===== src/hdl/ptlru_pkg.sv =====
// ----------------------------------------------------------------------------
// ptlru_pkg: shared types and constants of the page table allocator.
// Widths, request, status and state codes, the entry record passed along the cells and the write command.
// ----------------------------------------------------------------------------
package ptlru_pkg;

  localparam int unsigned VIRT_PAGES  = 64;
  localparam int unsigned PHYS_FRAMES = 16;
  localparam int unsigned STAMP_BITS  = 32;
  localparam int unsigned VP_W        = 6;
  localparam int unsigned FR_W        = 4;
  localparam int unsigned CNT_W       = $clog2(VIRT_PAGES + 1);

  typedef enum logic [1:0] {
    KIND_ALLOC = 2'd0,
    KIND_FREE  = 2'd1,
    KIND_DIRTY = 2'd2,
    KIND_NONE  = 2'd3
  } kind_e;

  typedef enum logic [1:0] {
    ST_OK       = 2'd0,
    ST_FULL     = 2'd1,
    ST_NOT_HELD = 2'd2
  } status_e;

  typedef enum logic [1:0] {
    S_IDLE  = 2'd0,
    S_SCAN  = 2'd1,
    S_APPLY = 2'd2,
    S_OUT   = 2'd3
  } state_e;

  // Contents of one page table entry as it travels around the ring.
  typedef struct packed {
    logic                  present;
    logic                  dirty;
    logic [FR_W-1:0]       frame;
    logic [STAMP_BITS-1:0] stamp;
  } entry_t;

  // Per-entry write command applied while the ring rotates.
  typedef struct packed {
    logic                  clear;
    logic                  set_dirty;
    logic                  fill;
    logic [FR_W-1:0]       frame;
    logic [STAMP_BITS-1:0] stamp;
  } cmd_t;

endpackage


===== src/hdl/ptlru_cell.sv =====
// ----------------------------------------------------------------------------
// ptlru_cell: one page table entry in the rotating ring.
// On each shift it takes its neighbor's entry, optionally rewritten by a command.
// ----------------------------------------------------------------------------
module ptlru_cell (
  input  logic             clk_i,
  input  logic             rst_ni,
  input  logic             shift_i,
  input  logic             cmd_en_i,
  input  ptlru_pkg::cmd_t  cmd_i,
  input  ptlru_pkg::entry_t prev_i,
  output ptlru_pkg::entry_t ent_o
);
  import ptlru_pkg::*;

  entry_t ent_q, ent_d;

  always_comb begin
    ent_d = prev_i;
    if (cmd_en_i) begin
      if (cmd_i.clear) begin
        ent_d.present = 1'b0;
        ent_d.dirty   = 1'b0;
      end
      if (cmd_i.set_dirty) ent_d.dirty = 1'b1;
      if (cmd_i.fill) begin
        ent_d.present = 1'b1;
        ent_d.dirty   = 1'b0;
        ent_d.frame   = cmd_i.frame;
        ent_d.stamp   = cmd_i.stamp;
      end
    end
  end

  always_ff @(posedge clk_i or negedge rst_ni) begin
    if (!rst_ni) begin
      ent_q <= '0;
    end else if (shift_i) begin
      ent_q <= ent_d;
    end
  end

  assign ent_o = ent_q;
endmodule


===== config.mk =====
export PLATFORM = sky130hd
export DESIGN_NAME = ptlru_cell
export DESIGN_NICKNAME = d
export VERILOG_FILES = /design/src/hdl/ptlru_pkg.sv /design/src/hdl/ptlru_cell.sv
export SDC_FILE = /design/constraint.sdc
export NUM_CORES = 1
export LEC_CHECK = 0
export ABC_AREA = 1
export BUFFER_PORTS_ARGS = -buffer_cell sky130_fd_sc_hd__buf_2
export CORE_MARGIN = 2
export CORE_UTILIZATION = 42
export CTS_CLUSTER_DIAMETER = 80
export CTS_CLUSTER_SIZE = 25
export DETAILED_ROUTE_END_ITERATION = 8
export HOLD_SLACK_MARGIN = 0.06
export PLACE_DENSITY = 0.85
export SLEW_MARGIN = 10
export SYNTH_ARGS = -nofsm -noshare
export SYNTH_HDL_FRONTEND = slang
export SYNTH_SLANG_ARGS = --single-unit

===== constraint.sdc =====
create_clock -name clk_i -period 0.8 [get_ports clk_i]
set_input_delay 0.08 -clock clk_i [delete_from_list [all_inputs] [get_ports clk_i]]
set_output_delay 0.08 -clock clk_i [all_outputs]
set_load 0.02 [all_outputs]

==> results of run 1 <==
[power by group through the flow]
stage	Clock (mW)	Combinational (mW)	Sequential (mW)
after detailed placement	0	1.22	2.27
after floorplan	0	0.398	2.53
final	1.36	1.83	2.30
after global placement	0	1.19	2.27
after global routing	1.47	1.95	2.32
after CTS	1.39	1.63	2.29
[final timing paths]
kind,from,endpoint,depth (start not counted)
max in group asynchronous,rst_ni,ent_o[18],3
min in group asynchronous,rst_ni,ent_o[26],3
max,ent_o[6],ent_o[6],1
min reg2reg,ent_o[36],ent_o[36],2
max reg2reg,ent_o[8],ent_o[8],3
min,prev_i[17],ent_o[17],3
[cells by family (layout without fill, tap and decap cells)]
| group | Yosys count | after routing | synth area share (%) |
|---|---|---|---|
| buffers and inverters | 23 | 187 | 7.14 |
| AND/OR/NAND/NOR | 83 | 83 | 19.8 |
| flip-flops | 38 | 38 | 52.7 |
| AO/OA/AOI/OAI | 73 | 73 | 20.3 |
[metrics by stage]
stage	utilization (%)	hold slack [ps]
2_1_floorplan	-	-216
3_3_place_gp	60.0	63.9
3_5_place_dp	60.0	64.7
4_1_cts	77.4	60.3
5_1_grt	81.6	58.5
6_report	81.6	73.3
[cells in the final DEF (no fill, tap or decap), drive strengths merged]
cell         Yosys  routed
inv              3       3
a21oi           72      72
nor2            41      41
clkbuf           4       7
buf             16     141
dfrtp           38      38
dlygate4sd3      0      35
nand3           37      37
clkinv           0       1
a31oi            1       1
nand2            5       5
[metal layers]
metal / track usage, % / up-vias
li1: - / 1070
met1: 32.1 / 1151
met2: 48.9 / 145
met3: 8.72 / 22
met4: 12.2 / 0
met5: 0 / -
[what timing repair did]
action                                 CTS  global route
pin swaps                                0             1
resized for setup                       76            22
endpoints found under the hold margin   71             1
setup endpoints to repair               38            46
setup buffers                            5            12
hold buffers                            34             1
[area by class of cell]
class | count | area, um2 | area share (%)
clock buffers | 7 | 86.3 | 2.61
clock inverters | 1 | 5.00 | 0.151
inverters | 3 | 13.8 | 0.416
multi-input cells | 156 | 786 | 23.7
flip-flops and latches | 38 | 951 | 28.7
well taps | 50 | 62.6 | 1.89
repair buffers | 176 | 1410 | 42.5
[worst register-to-register path, stage by stage (launching register included)]
cell     delay (ps)
dfrtp_1         410
buf_4           150
nor2_4           80
a21oi_1          60
==> tab_implementation.tex, run 1 <==
\begin{tabular}{lr}
\hline
Metric & Value \\
\hline
\multicolumn{2}{l}{\textbf{Run status}} \\
Run status & complete, but fails checks \\
Failing checks & negative setup slack \\
\multicolumn{2}{l}{\textbf{Pwr}} \\
Share of total power in the clock network & 24.8\% \\
Power per cell area & 1660 mW/mm2 \\
Relative contribution of sequential cells to total power & 41.9\% \\
Comb power frac & 33.3\% \\
Total power & 5.50 mW \\
Sw Ratio & 31.3\% \\
Largest voltage drop on the vdd net & 986 uV \\
Leakage & 1.56 nW \\
Internal power component & 3.78 mW \\
Switching power & 1.72 mW \\
\multicolumn{2}{l}{\textbf{Logic synthesis}} \\
Gate Count Post-Synth & 217 \\
Mapped Area & 0.00180 mm2 \\
Net count after synthesis & 298 \\
EDFF count, synth & 0 \\
Fraction of the yosys area taken by sequential cells & 52.7\% \\
Synth area leaders & dfrtp\_1 (53\%), a21oi\_1 (20\%), nand3\_1 (10\%) \\
Synth cell count leaders & a21oi\_1 (72), nor2\_1 (41), dfrtp\_1 (38) \\
Yosys Warn Count & 0 \\
Cell type with the highest aggregate area in the netlist & dfrtp\_1 \\
Unique masters post-synth & 12 \\
\#FFs+latches synth & 38 \\
Share of synthesized registers carrying an async set or reset & 100\% \\
Share of the synthesized area in the top cell type & 52.7\% \\
Mean Syn Cell Area & 8.31 um2 \\
Primary FF master, synth & dfrtp\_1 \\
Leading cell type by number of instances after synthesis & a21oi\_1 \\
\multicolumn{2}{l}{\textbf{GRT}} \\
Total GRT Usage & 28.3\% \\
Total overflow reported by the global router & 0 \\
Largest net degree at the start of global routing & 39 \\
First-pass GRT wire length & 10,900 um \\
Vias in the first global route & 2,284 \\
Number of antenna violations at the first check in global routing & 0 \\
\multicolumn{2}{l}{\textbf{Critical path}} \\
Biggest fanout along the worst timing path & 2 \\
Sort of element at the start of the critical path & flop \\
Endpoint type of the worst setup path & primary output \\
Critical-path top delay cell & dfrtp\_1 \\
Arrival time at the worst endpoint & 840 ps \\
Path type of the worst setup path & reg2out \\
Worst R2R Setup Slack & -10 ps \\
Endpoint required time on the critical path & 720 ps \\
Largest delay share family, worst path & flip-flops \\
CP cell instances & buf\_6 \\
Slowest Stage Delay on Critical Path & 410 ps \\
Buffers and inverters on the worst path & 1 \\
\multicolumn{2}{l}{\textbf{Timing}} \\
Final count of negative-setup-slack endpoints & 42 \\
Post-Route Skew & 0 ps \\
Final critical-path required period & 925 ps \\
Transition time at the pin with the least slew margin & 378 ps \\
Post-route setup TNS & -4020 ps \\
Max-slew violations & 0 \\
Crit share post-route & 116\% \\
Upper clock frequency limit & 1080 MHz \\
Final WS setup & -125 ps \\
RSZ-0062 raised after global routing & true \\
Hold Fails Final Rpt & 0 \\
Slew margin rel. & 74.8\% \\
\multicolumn{2}{l}{\textbf{Routing}} \\
Initial DRT Pass Iterations & 5 \\
Final ANT Viol Nets & 0 \\
Routed wirelength normalized by instance count & 16.7 um \\
DR WL met2 & 3800 um \\
Final wirelength & 7190 um \\
Routed wl met3 & 637 um \\
DR top layer & met4 \\
Number of DRC violations after detailed-routing iteration 0 & 211 \\
Vias after detailed routing & 2,388 \\
Vias per Instance & 5.54 \\
Count of unresolved DRC violations after routing & 0 \\
Wl on met1 & 2550 um \\
\multicolumn{2}{l}{\textbf{Cells and area}} \\
Fraction of layout instances using a drive strength above 1 & 43.0\% \\
Layout Cells excl Fill & 431 \\
Diode count & 0 \\
Area growth syn-to-layout & 83.4\% \\
Count of filler cells inserted in the layout & 253 \\
\# nets final & 461 \\
Fin area & 0.00331 mm2 \\
Number of flip-flops in the largest register & 38 \\
\multicolumn{2}{l}{\textbf{Clock tree}} \\
Clock tree from TritonCTS & built \\
Buffer type at the clock tree root & clkbuf\_8 \\
Number of sinks handled by clock tree synthesis & 38 \\
CTS buffer count & 5 \\
Clock latency reported for the late side of the worst-skew pair & 280 ps \\
Clock-pin slew reported for the worst setup and hold paths after clock tree synthesis & 70 ps \\
Max Root-Sink Buffers & 2 \\
H-tree depth & 2 \\
\multicolumn{2}{l}{\textbf{Job}} \\
Total of max-cap violations & 0 \\
\multicolumn{2}{l}{\textbf{Hold path}} \\
Worst Hold Class & in2reg \\
\multicolumn{2}{l}{\textbf{Floorplan}} \\
Top Ports & 119 \\
Die boundary height & 69.5 um \\
Std-Cell Core Area & 0.00406 mm2 \\
Die width & 69.5 um \\
Total Die Area & 0.00484 mm2 \\
Starting density of the core & 44.5\% \\
Site Rows & 23 \\
\multicolumn{2}{l}{\textbf{Place}} \\
Placed Area & 0.00243 mm2 \\
Final estimated routing congestion in global placement & 0.816 \\
Post-placement setup slack & -219 ps \\
Number of buffers inserted by port buffering & 118 \\
DP Wirelength & 3570 um \\
Cells after DPL & 371 \\
\hline
\end{tabular}
No activity file was read; power rests on OpenSTA's default activity.
==> run 2: changes to the inputs <==
--- a/config.mk
+++ b/config.mk
@@ -14,6 +14,8 @@
 export DETAILED_ROUTE_END_ITERATION = 8
 export HOLD_SLACK_MARGIN = 0.06
 export PLACE_DENSITY = 0.85
+export REMOVE_ABC_BUFFERS = 1
+export SKIP_LAST_GASP = 1
 export SLEW_MARGIN = 10
 export SYNTH_ARGS = -nofsm -noshare
 export SYNTH_HDL_FRONTEND = slang
==> run 2 against run 1 <==
- the run still ends with negative setup slack left
- total power down 0.11%
- register-to-register slack worse by 50 ps
- cell count unchanged
- fmax down 0.44%
- final area about the same
- worst setup slack worse by 4.1 ps
- core utilization about the same
- routed wire length up 1.9%
- sequential share of layout area about the same
- sequential power about the same
- largest power group unchanged
==> tab_implementation.tex, run 2 (synthesized netlist as in run 1, its figures left out) <==
\begin{tabular}{lr}
\hline
Metric & Value \\
\hline
\multicolumn{2}{l}{\textbf{Clock tree}} \\
Clock tree from TritonCTS & built \\
Clock latency reported for the late side of the worst-skew pair & 290 ps (about the same) \\
Clock-pin slew reported for the worst setup and hold paths after clock tree synthesis & 70 ps (about the same) \\
Buffer type at the clock tree root & clkbuf\_8 \\
H-tree depth & 2 (unchanged) \\
Max Root-Sink Buffers & 2 (unchanged) \\
Number of sinks handled by clock tree synthesis & 38 (unchanged) \\
CTS buffer count & 5 (unchanged) \\
\multicolumn{2}{l}{\textbf{Timing}} \\
Transition time at the pin with the least slew margin & 531 ps (+153 ps) \\
Final critical-path required period & 929 ps (+4.12 ps) \\
Upper clock frequency limit & 1080 MHz (-0.44\%) \\
Post-Route Skew & 0 ps (unchanged) \\
Slew margin rel. & 64.6\% (-10 points) \\
Final WS setup & -129 ps (-4.12 ps) \\
Crit share post-route & 116\% (+0.51 points) \\
RSZ-0062 raised after global routing & true \\
Post-route setup TNS & -4310 ps (-290 ps) \\
Final count of negative-setup-slack endpoints & 44 (+4.8\%) \\
Hold Fails Final Rpt & 0 (unchanged) \\
Max-slew violations & 0 (unchanged) \\
\multicolumn{2}{l}{\textbf{Place}} \\
Placed Area & 0.00243 mm2 (-0.31\%) \\
DP Wirelength & 3390 um (-5.2\%) \\
Number of buffers inserted by port buffering & 118 (unchanged) \\
Cells after DPL & 370 (-0.27\%) \\
Final estimated routing congestion in global placement & 0.790 (-3.2\%) \\
\multicolumn{2}{l}{\textbf{Routing}} \\
Initial DRT Pass Iterations & 4 (-1) \\
Number of DRC violations after detailed-routing iteration 0 & 172 (-18\%) \\
Final wirelength & 7320 um (+1.9\%) \\
Vias after detailed routing & 2,388 (unchanged) \\
Routed wirelength normalized by instance count & 17.0 um (+1.9\%) \\
Vias per Instance & 5.54 (unchanged) \\
Count of unresolved DRC violations after routing & 0 (unchanged) \\
Final ANT Viol Nets & 0 (unchanged) \\
\multicolumn{2}{l}{\textbf{Critical path}} \\
Buffers and inverters on the worst path & 1 (unchanged) \\
Sort of element at the start of the critical path & flop \\
Path type of the worst setup path & reg2out \\
Endpoint required time on the critical path & 720 ps (about the same) \\
Endpoint type of the worst setup path & primary output \\
Critical-path top delay cell & dfrtp\_1 \\
Arrival time at the worst endpoint & 850 ps (about the same) \\
Biggest fanout along the worst timing path & 2 (unchanged) \\
Slowest Stage Delay on Critical Path & 410 ps (about the same) \\
CP cell instances & buf\_6 \\
Largest delay share family, worst path & flip-flops \\
\multicolumn{2}{l}{\textbf{Cells and area}} \\
\# nets final & 460 (-0.22\%) \\
Area growth syn-to-layout & 83.5\% (about the same) \\
Fin area & 0.00331 mm2 (about the same) \\
Fraction of layout instances using a drive strength above 1 & 42.1\% (-0.94 points) \\
Most frequent cells in the layout & buf\_2 (80), a21oi\_1 (68), buf\_6 (41) \\
Post-layout util & 81.6\% (about the same) \\
Most common cell after layout, fill and taps aside & buf\_2 \\
Layout Cells excl Fill & 431 (unchanged) \\
Number of flip-flops in the largest register & 38 (unchanged) \\
\multicolumn{2}{l}{\textbf{Pwr}} \\
Total power & 5.49 mW (-0.11\%) \\
Largest voltage drop on the vdd net & 1180 uV (+20\%) \\
Power per cell area & 1660 mW/mm2 (-0.15\%) \\
Leakage & 1.56 nW (-0.13\%) \\
\multicolumn{2}{l}{\textbf{Run status}} \\
Failing checks & negative setup slack \\
Run status & complete, but fails checks \\
\multicolumn{2}{l}{\textbf{Floorplan}} \\
Total Die Area & 0.00484 mm2 (unchanged) \\
Die boundary height & 69.5 um (unchanged) \\
Starting density of the core & 44.5\% (unchanged) \\
Die width & 69.5 um (unchanged) \\
Top Ports & 119 (unchanged) \\
Std-Cell Core Area & 0.00406 mm2 (unchanged) \\
Site Rows & 23 (unchanged) \\
\multicolumn{2}{l}{\textbf{GRT}} \\
Total GRT Usage & 27.8\% (-0.48 points) \\
Total overflow reported by the global router & 0 (unchanged) \\
First-pass GRT wire length & 10,800 um (-1.1\%) \\
Largest net degree at the start of global routing & 41 (+5.1\%) \\
Vias in the first global route & 2,358 (+3.2\%) \\
Number of antenna violations at the first check in global routing & 1 (+1) \\
\multicolumn{2}{l}{\textbf{Job}} \\
Total of max-cap violations & 0 (unchanged) \\
\multicolumn{2}{l}{\textbf{Hold path}} \\
Worst Hold Class & in2reg \\
\hline
\end{tabular}
==> run 2: layer usage <==
metal | up-vias | global-route usage, % | share of wire (%)
met1 | 1113 | 31.3 | 34
met5 | - | 0 | 0
li1 | 1070 | - | -
met3 | 32 | 6.10 | 8.3
met4 | 0 | 10.2 | 3.5
met2 | 173 | 51.1 | 54
==> run 2: layout make-up <==
cell class                 count  area [um2]
timing repair buffer         175        1410
multi-input combinational    156         782
sequential                    38         951
tap                           50        62.6
antenna                        1        2.50
inverter                       3        13.8
fill                         241         747
clock inverter                 1        5.00
clock buffer                   7        86.3
==> run 2: power breakdown <==
part	leakage (nW)	total [mW]	switching, mW	internal, mW
Combinational	1.08	1.83	0.881	0.954
Clock	0.0482	1.35	0.654	0.695
Sequential	0.429	2.31	0.178	2.13
Total	1.56	5.49	1.71	3.78
==> run 2: final timing paths <==
kind | from | endpoint | slack (ps) | cells after the start
max | ent_o[1] | ent_o[1] | -130 | 1
min | cmd_i[29] | ent_o[29] | 70 | 3
max reg2reg | ent_o[9] | ent_o[9] | -60 | 4
min reg2reg | ent_o[12] | ent_o[12] | 560 | 2
max in group asynchronous | rst_ni | ent_o[33] | 310 | 3
min in group asynchronous | rst_ni | ent_o[24] | 300 | 3
==> run 2: metrics by stage <==
stage / setup slack [ps] / hold slack, ps
2_1_floorplan: -249 / -216
4_1_cts: -123 / 61.0
6_report: -129 / 65.5
5_1_grt: -152 / 71.2
3_5_place_dp: -211 / 64.8
3_3_place_gp: -154 / 62.3
==> run 2: timing repair <==
item / 4_1_cts / 5_1_grt
setup endpoints to repair: 38 / 50
buffers inserted: 11 / 5
gates resized for setup: 76 / 22
pin swaps: 0 / 1
endpoints found under the hold margin: 73 / 0
gates cloned: 0 / 0
hold buffers: 36 / 0
